File: src/cfq_pkg.sv
// Shared types and constants for the circular FIFO queue unit.
// No dependencies; used by cfq_ptr, the top level and the checker.
package cfq_pkg;

    // Payload widths
    localparam int DATA_W = 32;
    localparam int OP_W   = 2;
    localparam int CAP_W  = 5;

    // Default depth of the word store
    localparam int MAX_CAPACITY_DEF = 16;

    // Capacity register value after reset
    localparam logic [CAP_W-1:0] CAP_RESET = 5'd16;

    // Head and tail words reported for an empty queue
    localparam logic [DATA_W-1:0] EMPTY_WORD = {DATA_W{1'b1}};

    // Operation codes
    localparam logic [OP_W-1:0] OP_QUERY = 2'd0;
    localparam logic [OP_W-1:0] OP_ENQ   = 2'd1;
    localparam logic [OP_W-1:0] OP_DEQ   = 2'd2;

    // Sequencer states, one-hot
    typedef enum logic [2:0] {
        S_IDLE = 3'b001,
        S_READ = 3'b010,
        S_LOAD = 3'b100
    } t_state;

    // Status from the pointer unit to the top level
    typedef struct packed {
        logic wr_en;   // store write for an accepted enqueue
        logic ok;      // success flag of the last transaction
        logic empty;   // no words held
        logic full;    // capacity words held
    } t_q_flags;

endpackage

File: src/cfq_ram.sv
// Generic single-write, single-read synchronous RAM with registered read data.
// No dependencies.
module cfq_ram #(
    parameter int WIDTH = 32,
    parameter int DEPTH = 16,
    parameter int AW    = (DEPTH > 1) ? $clog2(DEPTH) : 1
) (
    input  logic             i_clk,
    input  logic             i_we,
    input  logic [AW-1:0]    i_waddr,
    input  logic [WIDTH-1:0] i_wdata,
    input  logic [AW-1:0]    i_raddr,
    output logic [WIDTH-1:0] o_rdata
);

    logic [WIDTH-1:0] r_mem [DEPTH];
    logic [WIDTH-1:0] r_rdata;

    // Write port
    always_ff @(posedge i_clk) begin
        if (i_we) begin
            r_mem[i_waddr] <= i_wdata;
        end
    end

    // Registered read port
    always_ff @(posedge i_clk) begin
        r_rdata <= r_mem[i_raddr];
    end

    assign o_rdata = r_rdata;

endmodule

File: src/cfq_ptr.sv
// Pointer unit: capacity register, head/tail indexes and fill count.
// Depends on cfq_pkg.
module cfq_ptr #(
    parameter int MAX_CAPACITY = cfq_pkg::MAX_CAPACITY_DEF,
    parameter int IDX_W = (MAX_CAPACITY > 1) ? $clog2(MAX_CAPACITY) : 1
) (
    input  logic                       i_clk,
    input  logic                       i_rst_n,
    input  logic                       i_cfg_we,
    input  logic [cfq_pkg::CAP_W-1:0]  i_cfg_wdata,
    input  logic                       i_step,
    input  logic [cfq_pkg::OP_W-1:0]   i_op,
    output logic [IDX_W-1:0]           o_wr_addr,
    output logic [IDX_W-1:0]           o_head_addr,
    output logic [IDX_W-1:0]           o_last_addr,
    output cfq_pkg::t_q_flags          o_flags
);

    localparam int CNT_W = $clog2(MAX_CAPACITY + 1);
    localparam int CX_W  = (CNT_W > cfq_pkg::CAP_W) ? CNT_W : cfq_pkg::CAP_W;
    localparam logic [CX_W-1:0] MAX_CX = CX_W'(MAX_CAPACITY);

    logic [cfq_pkg::CAP_W-1:0] r_cap;
    logic [IDX_W-1:0]          r_head, n_head;
    logic [IDX_W-1:0]          r_tail, n_tail;
    logic [CNT_W-1:0]          r_fill, n_fill;
    logic                      r_ok, n_ok;

    logic [CX_W-1:0]  cap_x;
    logic [CX_W-1:0]  cap_sat;
    logic [CNT_W-1:0] cap_eff;
    logic [CNT_W-1:0] head_inc;
    logic [CNT_W-1:0] tail_inc;
    logic [CNT_W-1:0] tail_ext;
    logic             can_enq;
    logic             can_deq;

    // Effective capacity: zero acts as one, large values saturate
    always_comb begin
        cap_x = CX_W'(r_cap);
        if (cap_x == '0) begin
            cap_sat = CX_W'(1);
        end else if (cap_x > MAX_CX) begin
            cap_sat = MAX_CX;
        end else begin
            cap_sat = cap_x;
        end
    end
    assign cap_eff = cap_sat[CNT_W-1:0];

    // Wrapping increments
    assign head_inc = CNT_W'(r_head) + CNT_W'(1);
    assign tail_inc = CNT_W'(r_tail) + CNT_W'(1);
    assign tail_ext = CNT_W'(r_tail);

    assign can_enq = (r_fill < cap_eff);
    assign can_deq = (r_fill != '0);

    // Next pointer state for one transaction
    always_comb begin
        n_head = r_head;
        n_tail = r_tail;
        n_fill = r_fill;
        n_ok   = r_ok;
        if (i_step) begin
            n_ok = 1'b0;
            case (i_op)
                cfq_pkg::OP_QUERY: begin
                    n_ok = 1'b1;
                end
                cfq_pkg::OP_ENQ: begin
                    if (can_enq) begin
                        n_tail = (tail_inc >= cap_eff) ? '0 : IDX_W'(tail_inc);
                        n_fill = r_fill + CNT_W'(1);
                        n_ok   = 1'b1;
                    end
                end
                cfq_pkg::OP_DEQ: begin
                    if (can_deq) begin
                        n_head = (head_inc >= cap_eff) ? '0 : IDX_W'(head_inc);
                        n_fill = r_fill - CNT_W'(1);
                        n_ok   = 1'b1;
                    end
                end
                default: begin
                    n_ok = 1'b0;
                end
            endcase
        end
    end

    // Registers; a capacity write empties the queue
    always_ff @(posedge i_clk) begin
        if (!i_rst_n) begin
            r_cap  <= cfq_pkg::CAP_RESET;
            r_head <= '0;
            r_tail <= '0;
            r_fill <= '0;
            r_ok   <= 1'b0;
        end else if (i_cfg_we) begin
            r_cap  <= i_cfg_wdata;
            r_head <= '0;
            r_tail <= '0;
            r_fill <= '0;
        end else begin
            r_head <= n_head;
            r_tail <= n_tail;
            r_fill <= n_fill;
            r_ok   <= n_ok;
        end
    end

    // Store addresses
    assign o_wr_addr   = r_tail;
    assign o_head_addr = r_head;
    assign o_last_addr = (r_tail == '0) ? IDX_W'(cap_eff - CNT_W'(1))
                                        : IDX_W'(tail_ext - CNT_W'(1));

    // Status
    assign o_flags.wr_en = i_step && (i_op == cfq_pkg::OP_ENQ) && can_enq;
    assign o_flags.ok    = r_ok;
    assign o_flags.empty = (r_fill == '0);
    assign o_flags.full  = (r_fill >= cap_eff);

endmodule

File: src/circular_fifo_queue_unit.sv
// Circular FIFO queue unit: bounded queue of signed 32-bit words.
// Result: the store is read, then loaded into the output register; the load waits while a result is stalled.
// A new transaction is accepted only once the last one has passed write, store read and load of result.
// The store read port sets this pace: head and tail are read back after the write.
// Reset (synchronous, active low) empties the queue and sets capacity to 16.
// Depends on cfq_pkg, cfq_ptr and cfq_ram.
module circular_fifo_queue_unit #(
    parameter int MAX_CAPACITY = cfq_pkg::MAX_CAPACITY_DEF
) (
    input  logic                              i_clk,
    input  logic                              i_rst_n,
    input  logic                              i_cfg_we,
    input  logic [cfq_pkg::CAP_W-1:0]         i_cfg_wdata,
    input  logic                              i_valid,
    output logic                              o_ready,
    input  logic [cfq_pkg::OP_W-1:0]          i_operation,
    input  logic signed [cfq_pkg::DATA_W-1:0] i_value,
    output logic                              o_valid,
    input  logic                              i_ready,
    output logic                              o_ok,
    output logic signed [cfq_pkg::DATA_W-1:0] o_head_value,
    output logic signed [cfq_pkg::DATA_W-1:0] o_tail_value,
    output logic                              o_is_empty,
    output logic                              o_is_full
);

    localparam int IDX_W = (MAX_CAPACITY > 1) ? $clog2(MAX_CAPACITY) : 1;

    cfq_pkg::t_state   r_state, n_state;
    cfq_pkg::t_q_flags flags;

    logic                      step;
    logic                      load;
    logic [IDX_W-1:0]          wr_addr;
    logic [IDX_W-1:0]          head_addr;
    logic [IDX_W-1:0]          last_addr;
    logic [cfq_pkg::DATA_W-1:0] head_rd;
    logic [cfq_pkg::DATA_W-1:0] tail_rd;

    logic                       r_out_valid;
    logic                       r_ok;
    logic [cfq_pkg::DATA_W-1:0] r_head_val;
    logic [cfq_pkg::DATA_W-1:0] r_tail_val;
    logic                       r_empty;
    logic                       r_full;

    assign o_ready = (r_state == cfq_pkg::S_IDLE);
    assign step    = i_valid && o_ready;
    assign load    = (r_state == cfq_pkg::S_LOAD) && (!r_out_valid || i_ready);

    // Pointers, fill count and capacity
    cfq_ptr #(
        .MAX_CAPACITY (MAX_CAPACITY),
        .IDX_W        (IDX_W)
    ) u_ptr (
        .i_clk       (i_clk),
        .i_rst_n     (i_rst_n),
        .i_cfg_we    (i_cfg_we),
        .i_cfg_wdata (i_cfg_wdata),
        .i_step      (step),
        .i_op        (i_operation),
        .o_wr_addr   (wr_addr),
        .o_head_addr (head_addr),
        .o_last_addr (last_addr),
        .o_flags     (flags)
    );

    // Two copies of the word store: one read port for head, one for tail
    cfq_ram #(
        .WIDTH (cfq_pkg::DATA_W),
        .DEPTH (MAX_CAPACITY),
        .AW    (IDX_W)
    ) u_ram_head (
        .i_clk   (i_clk),
        .i_we    (flags.wr_en),
        .i_waddr (wr_addr),
        .i_wdata (i_value),
        .i_raddr (head_addr),
        .o_rdata (head_rd)
    );

    cfq_ram #(
        .WIDTH (cfq_pkg::DATA_W),
        .DEPTH (MAX_CAPACITY),
        .AW    (IDX_W)
    ) u_ram_tail (
        .i_clk   (i_clk),
        .i_we    (flags.wr_en),
        .i_waddr (wr_addr),
        .i_wdata (i_value),
        .i_raddr (last_addr),
        .o_rdata (tail_rd)
    );

    // Sequencer: accept, read back after the write, load result
    always_comb begin
        n_state = r_state;
        unique case (r_state)
            cfq_pkg::S_IDLE: begin
                if (step) begin
                    n_state = cfq_pkg::S_READ;
                end
            end
            cfq_pkg::S_READ: begin
                n_state = cfq_pkg::S_LOAD;
            end
            cfq_pkg::S_LOAD: begin
                if (load) begin
                    n_state = cfq_pkg::S_IDLE;
                end
            end
            default: begin
                n_state = cfq_pkg::S_IDLE;
            end
        endcase
    end

    always_ff @(posedge i_clk) begin
        if (!i_rst_n) begin
            r_state <= cfq_pkg::S_IDLE;
        end else begin
            r_state <= n_state;
        end
    end

    // Output register
    always_ff @(posedge i_clk) begin
        if (!i_rst_n) begin
            r_out_valid <= 1'b0;
        end else if (load) begin
            r_out_valid <= 1'b1;
        end else if (i_ready) begin
            r_out_valid <= 1'b0;
        end
    end

    always_ff @(posedge i_clk) begin
        if (load) begin
            r_ok       <= flags.ok;
            r_empty    <= flags.empty;
            r_full     <= flags.full;
            r_head_val <= flags.empty ? cfq_pkg::EMPTY_WORD : head_rd;
            r_tail_val <= flags.empty ? cfq_pkg::EMPTY_WORD : tail_rd;
        end
    end

    assign o_valid      = r_out_valid;
    assign o_ok         = r_ok;
    assign o_head_value = r_head_val;
    assign o_tail_value = r_tail_val;
    assign o_is_empty   = r_empty;
    assign o_is_full    = r_full;

endmodule

File: config.mk
export PLATFORM = sky130hd
export DESIGN_NAME = circular_fifo_queue_unit
export DESIGN_NICKNAME = d
export VERILOG_FILES = /design/src/cfq_pkg.sv /design/src/cfq_ram.sv /design/src/cfq_ptr.sv /design/src/circular_fifo_queue_unit.sv
export SDC_FILE = /design/constraint.sdc
export NUM_CORES = 1
export LEC_CHECK = 0
export ABC_AREA = 1
export ABC_CLOCK_PERIOD_IN_PS = 12600
export BUFFER_PORTS_ARGS = -buffer_cell sky130_fd_sc_hd__buf_2
export CORE_UTILIZATION = 30
export DETAILED_ROUTE_END_ITERATION = 8
export SKIP_CTS_REPAIR_TIMING = 1
export SLEW_MARGIN = 20
export SYNTH_ARGS = -nofsm -noshare
export SYNTH_HDL_FRONTEND = slang
export SYNTH_SLANG_ARGS = --single-unit
File: constraint.sdc
create_clock -name i_clk -period 12.6 [get_ports i_clk]
set_input_delay 1.26 -clock i_clk [delete_from_list [all_inputs] [get_ports i_clk]]
set_output_delay 1.26 -clock i_clk [all_outputs]
set_load 0.01 [all_outputs]
* After elaboration in Yosys (flattened, before gate mapping) *
Memory sizes are Yosys's and may differ from the RTL's. A register that Yosys moved wholly into a read port is not among the register bits.
Cells that the tools add are included.

operators by class
  $lt $le $gt $ge = 5
  mux-type cells = 18
  eq/ne operators = 9
  $mul = 0
  add/subtract/negate cells = 6
  bitwise operators = 2
  divide/modulo/power cells = 0
  shifts and indexed selects = 0
  reductions and logical operators = 19

operators with widths
  cell                   number
  $mux W5                4
  $ge A5 B5 Y1           3
  $mux W4                3
  $add A4 B1 Y5 const B  2
  $logic_not A5 Y1       2
  $pmux W5 S2            1
  $pmux W3 S3            1
  $sub A4 B1 Y4 const B  2
  $mux W1                6
  $mux W3                2
  $ne A2 B1 Y1 const B   3
  $reduce_and A3 Y1      2
  $add A5 B1 Y5 const B  1
  $gt A5 B5 Y1 const B   1
  $lt A5 B5 Y1           1
  $reduce_bool A5 Y1     1
  $sub A5 B1 Y5 const B  1
  $logic_and A1 B1 Y1    4
  $logic_not A4 Y1       1
  $reduce_and A2 Y1      2
  $reduce_and A4 Y1      1
  $reduce_bool A2 Y1     2
  $eq A3 B1 Y1 const B   1
  $eq A3 B2 Y1 const B   1
  other kinds (10)       11

word-level totals
  latch bits = 0
  input bits = 44
  memories kept = 2
  output and inout port bits = 69
  register bits after elaboration = 90
  memory bits (read-only) = 0
  RAM bits = 1024

memories
  memory            depth  bits a word  rd ports  clocked after memory_dff  write ports  line           text
  u_ram_head.r_mem  16     32           1         1                         1            cfq_ram.sv:16  logic [WIDTH-1:0] r_mem [DEPTH];
  u_ram_tail.r_mem  16     32           1         1                         1            cfq_ram.sv:16

* Longest topological paths before layout *
Gate-level depths: netlist (run 1).

  word-level depth = 7
  mapped depth = 17
  gate-level depth less buffers = 14

* Hierarchy *
Synthesis (run 1) repeated with hierarchy kept, for this count alone.

second synthesis, totals
  cell total of the unflattened synthesis = 4646
  area, all modules = 49777.7 µm²

modules (own cells, without submodules)
  module                    area each (µm²)  seq. area each (µm²)  instances  cells each
  cfq_ram                   22730.6          16015.4               2          2120
  circular_fifo_queue_unit  2710.1           2092.0                1          167
  cfq_ptr                   1606.5           380.4                 1          239

* Worst setup path before layout (run 1) *
OpenSTA, ideal clock, no wires.

  path kind = input -> register
  start point = input port i_ready
  end point = register r_head_val, in the netlist o_head_value[0] (enable)
  library setup time = 0.657 ns
  data required time = 11.943 ns
  path buffers = 0
  arrival = 7.643 ns
  cell stages on the path = 2
  path slack = 4.300 ns
  path through = nor2_1 > nor4_1

on the way
  word-level cells in the longest chain between the ends = 2

RTL lines
  what                  line                             text
  from (decl)           circular_fifo_queue_unit.sv:19   input logic i_ready,
  $logic_or A1 B1 Y1    circular_fifo_queue_unit.sv:49   assign load = (r_state == cfq_pkg::S_LOAD) && (!r_out_valid || i_ready);
  $logic_and A1 B1 Y1   circular_fifo_queue_unit.sv:49
  via load              circular_fifo_queue_unit.sv:33   logic load;
  to (signal assigned)  circular_fifo_queue_unit.sv:142  r_head_val <= flags.empty ? cfq_pkg::EMPTY_WORD : head_rd;
  to (decl)             circular_fifo_queue_unit.sv:42   logic [cfq_pkg::DATA_W-1:0] r_head_val;

The timed path passes the listed nets, and every way through them passes these cells.
A chain may end at the register's enable or synchronous reset.

* Worst setup path after layout (run 1) *
  start point = register u_ptr.r_tail[0] (netlist: u_ptr.o_wr_addr[0])
  end point = register u_ram_tail.r_rdata[15] (netlist: u_ram_tail.o_rdata[15]), read port of u_ram_tail.r_mem

on the way
  word-level cells in the longest chain between the ends = 2
  elaborated cells on any way between the ends = 3
  classes of those cells = add/sub: 1; mux: 1; reduce/logical: 1

RTL lines
  what                                               line                            text
  from (decl)                                        cfq_ptr.sv:25                   logic [IDX_W-1:0] r_tail, n_tail;
  from (signal assigned)                             cfq_ptr.sv:107                  r_tail <= n_tail;
  $sub A4 B1 Y4 or $logic_not A4 Y1 (tied branches)  cfq_ptr.sv:117, cfq_ptr.sv:116
  $mux W4 (*)                                        cfq_ptr.sv:116                  assign o_last_addr = (r_tail == '0) ? IDX_W'(cap_eff - CNT_W'(1))
  to (decl)                                          cfq_ram.sv:17                   logic [WIDTH-1:0] r_rdata;

Every way passes the cells marked *; elsewhere a longest branch is shown, timed or not.

==> impl_metrics.env, run 1 <==
export IMPL_internal_power_mw=4.04
export IMPL_relSlewSlack_pct=25.4
export IMPL_hold_start="u_ptr.r_ok"
export IMPL_synth_top_cell_by_area="edfxtp_1"
export IMPL_drive_gt1_share_pct=11.2
export IMPL_async_reset_ff_share_pct=0
export IMPL_overflow=0
export IMPL_cp_start_kind="flop"
export IMPL_period_share_pct=45.0
export IMPL_vias_per_cell=5.20
export IMPL_grt_max_degree=207
export IMPL_critPathMostFrequentCell="nand3_1"
export IMPL_finalNetCount=3484
export IMPL_finalMaxSlewViolations=0
export IMPL_root_buffer="clkbuf_16"
export IMPL_clk_latency_ns=0.65
export IMPL_synthesis_nets=3491
export IMPL_yosysSeqAreaShare_pct=59.6
export IMPL_start_util_pct=30.3
export IMPL_post_route_drc_count=7
export IMPL_pwr_share_clk_pct=45.4
export IMPL_ir_worst_vdd_mv=0.107
export IMPL_cp_slowest_cell="nand2_8"
export IMPL_synth_top_area_share_pct=54.2
export IMPL_skew_ns=0.0239
export IMPL_syn_to_final_growth_pct=14.4
export IMPL_path_clk_slew_ns=0.06
export IMPL_die_w_um=329
export IMPL_cts_sinks=666
export IMPL_synth_area_leaders="edfxtp_1 (54%), nand3_1 (14%), inv_1 (5.9%)"
export IMPL_crit_fanout=140
export IMPL_failed_checks="DRC"
export IMPL_rrSetupSlack_ns=6.93
export IMPL_cp_cell_sequence="inv_1 -> ha_1 -> inv_1 -> nor2_2 -> nand3_4 -> nand2_8 -> ha_4 -> inv_4 -> buf_4 -> nand3_1 -> nand3_1 -> nand3_1 -> nand2_1"
export IMPL_nFillCells=10597
export IMPL_crit_arrival_ns=6.25
export IMPL_worstSetupPathType="reg -> reg"
export IMPL_numCtsBuffers=79
export IMPL_grt_first_pass_wirelength_um=151000
export IMPL_power_frac_seq_pct=46.4
export IMPL_r2r_end="u_ram_tail.o_rdata[15]"
export IMPL_holdPathEnd="o_ok"
export IMPL_mostFrequentLayoutCells="nand3_1 (867), edfxtp_1 (579), inv_1 (502)"
export IMPL_rsz0062_at_grt="false"
export IMPL_cts_buffer_depth=3
export IMPL_hp_class="reg -> reg"
export IMPL_synth_cells=3418
export IMPL_n_antenna_cell=0
export IMPL_io_pin_count=113
export IMPL_status="finished, violations left"
export IMPL_fin_crit_ns=5.67
export IMPL_drt_first_iter_violations=2752
export IMPL_vias=25308
export IMPL_hold_viol_final=0
export IMPL_p_leak_nw=14.4
export IMPL_synth_edf_count=579
export IMPL_antenna_found_initial=8
export IMPL_yosysUniqueCellTypes=35
export IMPL_powerDensity_mw_per_mm2=145
export IMPL_synth_seq_cells=666
export IMPL_critPathMaxStageDelay_ns=1.02
export IMPL_synth_warnings=0
export IMPL_clock_fmax_ghz=0.177
export IMPL_synth_area_mm2=0.0321
export IMPL_cp_required_ns=13.19
export IMPL_switching_share_pct=24.2
export IMPL_critPathCaptureType="flop"
export IMPL_avgSynthCellArea_um2=9.38
export IMPL_dieHeight_um=329
export IMPL_fin_tns_setup_ns=0
export IMPL_rr_startpoint="u_ptr.o_wr_addr[0]"
export IMPL_dieArea_mm2=0.108
export IMPL_wire_per_inst_um=20.8
export IMPL_tightest_slew_ns=1.12
export IMPL_pwr_share_comb_pct=8.2
export IMPL_r2r_worst_path_cells=13
export IMPL_port_buffers=112
export IMPL_synth_ff_type="edfxtp_1"
export IMPL_core_mm2=0.106
export IMPL_ant_nets=0
export IMPL_whs_path_depth=0
export IMPL_rows=119
export IMPL_place_congestion=0.793
export IMPL_switching_power_mw=1.29
export IMPL_drtPass1Iterations=9
export IMPL_power_mw=5.33
export IMPL_mostFrequentLayoutCell="nand3_1"
export IMPL_htree_levels=3
export IMPL_tritoncts="done"
export IMPL_hpwlAfterDp_um=49200
export IMPL_setup_viol_count_final=0
export IMPL_first_global_vias=24028
export IMPL_track_usage_pct=18.4
export IMPL_wl_um=101000
export IMPL_cap_violations=0
## worst max-delay path: cells and delay by family (launching register included)
family,cells,cell delay [ns]
and+or+nand+nor,7,2.37
buffers and inverters,4,1.92
DFF,1,0.38
adders and majority gates,2,0.84
## sequential cells by signal, indices dropped and copies added, names as in the netlist
register	count
o_head_value	32
u_ptr.r_ok	1
o_is_full	1
o_is_empty	1
u_ptr.cap_x	5
u_ram_head.o_rdata	32
u_ram_tail.r_mem	512
u_ram_tail.o_rdata	32
o_ok	1
o_tail_value	32
u_ptr.o_head_addr	4
r_state	3
u_ptr.o_wr_addr	4
o_valid	1
u_ptr.r_fill	5
## area by class of cell
cell class | count | area [µm²] | area share [%]
flip-flops and latches | 666 | 19100 | 52.2
clock buffers | 109 | 2260 | 6.17
multi-input cells | 1998 | 10200 | 27.8
clock inverters | 39 | 507 | 1.38
well taps | 1391 | 1740 | 4.74
repair buffers | 154 | 905 | 2.47
inverters | 512 | 1930 | 5.26
## layer usage
metal	track usage (%)	vias up	share of wire, %
met1	24.4	12132	41
met2	30.2	1250	47
met3	2.88	236	8.5
li1	-	11686	-
met4	6.74	4	3.3
met5	0	-	0.023
## stage by stage
| stage | std cells | worst slack [ns] | cell area [µm²] | util, % | hold slack, ns |
|---|---|---|---|---|---|
| floorplan | 3418 | 4.30 | 32100 | - | 0.409 |
| global placement | 4721 | 7.17 | 33900 | 32.1 | 0.426 |
| detailed placement | 4721 | 7.08 | 33900 | 32.1 | 0.430 |
| CTS | 4869 | 7.02 | 36700 | 34.7 | 0.445 |
| global route | 4869 | 6.62 | 36700 | 34.7 | 0.457 |
| finish | 4869 | 6.93 | 36700 | 34.7 | 0.447 |
## worst max path at each step
stage,start,to,slack [ns],depth (start not counted)
finish,u_ptr.o_wr_addr[0],u_ram_tail.o_rdata[15],6.93,13
global route,u_ptr.o_wr_addr[0],u_ram_tail.o_rdata[10],6.62,13
CTS,u_ptr.o_wr_addr[0],u_ram_tail.o_rdata[17],7.02,13
detailed placement,u_ptr.o_wr_addr[0],u_ram_tail.o_rdata[17],7.08,13
global placement,u_ptr.o_wr_addr[0],u_ram_tail.o_rdata[13],7.17,13
floorplan,i_ready,o_head_value[0],4.30,2
## synthesized netlist by cell type (all sizes together) (2+ instances only)
cell type and instances:
xnor2 2, buf 125, ha 28, o21ai 271, o211ai 2, inv 511
nor2 43, nand4 4, xor2 9, nand3 870, or2 64, clkbuf 117
nor3 2, nand3b 40, edfxtp 579, a21oi 278, dfxtp 87, nand2 380
## power groups by stage
stage / Sequential [mW] / Clock, mW / Combinational, mW
after floorplan: 2.50 / 0 / 0.285
final: 2.47 / 2.42 / 0.436
after CTS: 2.48 / 2.47 / 0.432
after global routing: 2.48 / 2.55 / 0.478
after global placement: 2.52 / 0 / 0.425
after detailed placement: 2.52 / 0 / 0.430
## logic make-up after synthesis
family / synth area share, %
AOI/OAI and AO/OA: 8.70
and+or+nand+nor: 20.9
xor gates and xnor gates: 0.347
adders and majority gates: 1.15
buffers and inverters: 9.24
DFF: 59.6
(Power assumes the default switching activity.)
==> inputs of run 2 (changes only) <==
--- a/config.mk
+++ b/config.mk
@@ -6,7 +6,7 @@
 export NUM_CORES = 1
 export LEC_CHECK = 0
 export ABC_AREA = 1
-export ABC_CLOCK_PERIOD_IN_PS = 12600
+export ABC_CLOCK_PERIOD_IN_PS = 5750
 export BUFFER_PORTS_ARGS = -buffer_cell sky130_fd_sc_hd__buf_2
 export CORE_UTILIZATION = 30
 export DETAILED_ROUTE_END_ITERATION = 8
==> constraint.sdc (replaced) <==
create_clock -name i_clk -period 5.75 [get_ports i_clk]
set_input_delay 0.575 -clock i_clk [delete_from_list [all_inputs] [get_ports i_clk]]
set_output_delay 0.575 -clock i_clk [all_outputs]
set_load 0.01 [all_outputs]
==> run 2 against run 1 <==
Effect of this change: the run still ends with DRC left; routed wire length increased by 0.47%; power increased by 120%; design area unchanged; sequential share of layout area unchanged; worst hold slack got worse by 0.23 ns; clock skew increased by 0.0027 ns; die area unchanged; largest cell class unchanged; highest routed layer is now met4.
==> impl_metrics.env, run 2 (synthesized netlist as in run 1, its figures left out) <==
export IMPL_grt_max_degree=184
export IMPL_start_util_pct=30.3
export IMPL_cp_cell_sequence="inv_1 -> ha_1 -> nand3_2 -> nand2_8 -> nand2_8 -> ha_4 -> xor2_4 -> inv_2 -> buf_4 -> nand3_1 -> nand3_1 -> nand2_1"
export IMPL_setup_viol_count_final=0
export IMPL_place_congestion=0.820
export IMPL_mostFrequentLayoutCells="nand3_1 (867), edfxtp_1 (579), inv_1 (502)"
export IMPL_skew_ns=0.0266
export IMPL_powerDensity_mw_per_mm2=317
export IMPL_rsz0062_at_grt="false"
export IMPL_numCtsBuffers=76
export IMPL_multi_input_area_mm2=0.0102
export IMPL_period_share_pct=69.2
export IMPL_hpwlAfterDp_um=53800
export IMPL_cap_violations=0
export IMPL_cts_sinks=666
export IMPL_hold_slack_ns=0.215
export IMPL_nFillCells=10651
export IMPL_cp_start_kind="flop"
export IMPL_crit_arrival_ns=4.50
export IMPL_worst_slack_ns=1.77
export IMPL_drive_gt1_share_pct=11.1
export IMPL_vias=25119
export IMPL_failed_checks="DRC"
export IMPL_cp_num_buf_inv=3
export IMPL_post_route_drc_count=3
export IMPL_dieArea_mm2=0.108
export IMPL_ant_nets=0
export IMPL_post_place_ws_ns=1.86
export IMPL_finalNetCount=3491
export IMPL_final_area_mm2=0.0367
export IMPL_largest_reg_flops=512
export IMPL_clock_fmax_ghz=0.251
export IMPL_mostFrequentLayoutCell="nand3_1"
export IMPL_track_usage_pct=18.5
export IMPL_critPathMaxStageDelay_ns=0.69
export IMPL_antenna_found_initial=8
export IMPL_port_buffers=112
export IMPL_die_w_um=329
export IMPL_fin_crit_ns=3.98
export IMPL_overflow=0
export IMPL_syn_to_final_growth_pct=14.4
export IMPL_htree_levels=3
export IMPL_core_mm2=0.106
export IMPL_p_leak_nw=14.5
export IMPL_finalMaxSlewViolations=0
export IMPL_critPathTopFamily="buffers and inverters"
export IMPL_worstSetupPathType="reg -> reg"
export IMPL_root_buffer="clkbuf_16"
export IMPL_rows=119
export IMPL_drtPass1Iterations=8
export IMPL_cp_required_ns=6.27
export IMPL_regMostFlops="u_ram_tail.r_mem"
export IMPL_cts_buffer_depth=3
export IMPL_critPathCaptureType="flop"
export IMPL_hp_class="in -> reg"
export IMPL_vias_per_cell=5.15
export IMPL_dieHeight_um=329
export IMPL_wl_um=102000
export IMPL_relSlewSlack_pct=27.3
export IMPL_cp_slowest_cell="inv_2"
export IMPL_power_mw=11.6
export IMPL_path_clk_slew_ns=0.05
export IMPL_status="finished, violations left"
export IMPL_hold_viol_final=0
export IMPL_io_pin_count=113
export IMPL_crit_fanout=67
export IMPL_seqCellArea_mm2=0.0191
export IMPL_tritoncts="done"
export IMPL_ir_worst_vdd_mv=0.190
export IMPL_tightest_slew_ns=1.09
export IMPL_dpl_cell_area_mm2=0.0340
export IMPL_grt_first_pass_wirelength_um=152000
export IMPL_drt_first_iter_violations=2736
export IMPL_fin_tns_setup_ns=0
export IMPL_clk_latency_ns=0.64
export IMPL_first_global_vias=24252
export IMPL_wire_per_inst_um=20.8
[run 2: cell count changes in the layout (fill, tap and decap cells not counted), moves of 2 or more]
cell,change
buf_4,+10
clkbuf_1,+4
clkinv_2,-4
clkbuf_16,-3
bufinv_16,+2
clkbuf_8,-2
clkinv_4,-2
clkinv_8,-2
[run 2: where the power goes]
| group | total (mW) | internal (mW) | switching, mW | leakage (nW) |
|---|---|---|---|---|
| logic | 0.966 | 0.279 | 0.687 | 7.22 |
| registers | 5.43 | 5.35 | 0.0781 | 5.92 |
| clock network | 5.22 | 3.19 | 2.03 | 1.30 |
| total | 11.6 | 8.82 | 2.79 | 14.5 |
[run 2: final timing paths]
check / start / to / slack [ns] / depth (start not counted)
max: u_ptr.o_wr_addr[0] / u_ram_tail.o_rdata[22] / 1.77 / 12
min: i_cfg_wdata[1] / u_ptr.cap_x[1] / 0.22 / 3
max reg2reg: u_ptr.o_wr_addr[0] / u_ram_tail.o_rdata[22] / 1.77 / 12
min reg2reg: u_ptr.r_ok / o_ok / 0.44 / 0
[run 2: stage by stage]
step | utilization (%) | std cells
2_1_floorplan | - | 3418
3_3_place_gp | 32.2 | 4731
3_5_place_dp | 32.2 | 4731
4_1_cts | 34.7 | 4872
5_1_grt | 34.7 | 4873
6_report | 34.7 | 4873
[run 2: metal layers]
layer	routed length (µm)	GRT usage, %
met1	41300	23.7
met2	48900	31.2
met3	7660	2.76
met4	3790	7.71
met5	0	0
[run 2: layout make-up]
class,instances,share of cell area [%]
sequential,666,52.2
multi-input combinational,1998,27.8
clock buffer,108,5.93
inverter,512,5.26
tap,1391,4.74
timing repair buffer,164,2.69
clock inverter,33,1.36
antenna,1,0.00682
[run 2: worst register-to-register path, stage by stage, from the launching register on]
cell and delay (ns):
dfxtp_1 0.38, inv_1 0.24, ha_1 0.28, nand3_2 0.21, nand2_8 0.42, nand2_8 0.34, ha_4 0.31, xor2_4 0.18
inv_2 0.69, buf_4 0.51, nand3_1 0.16, nand3_1 0.11, nand2_1 0.06
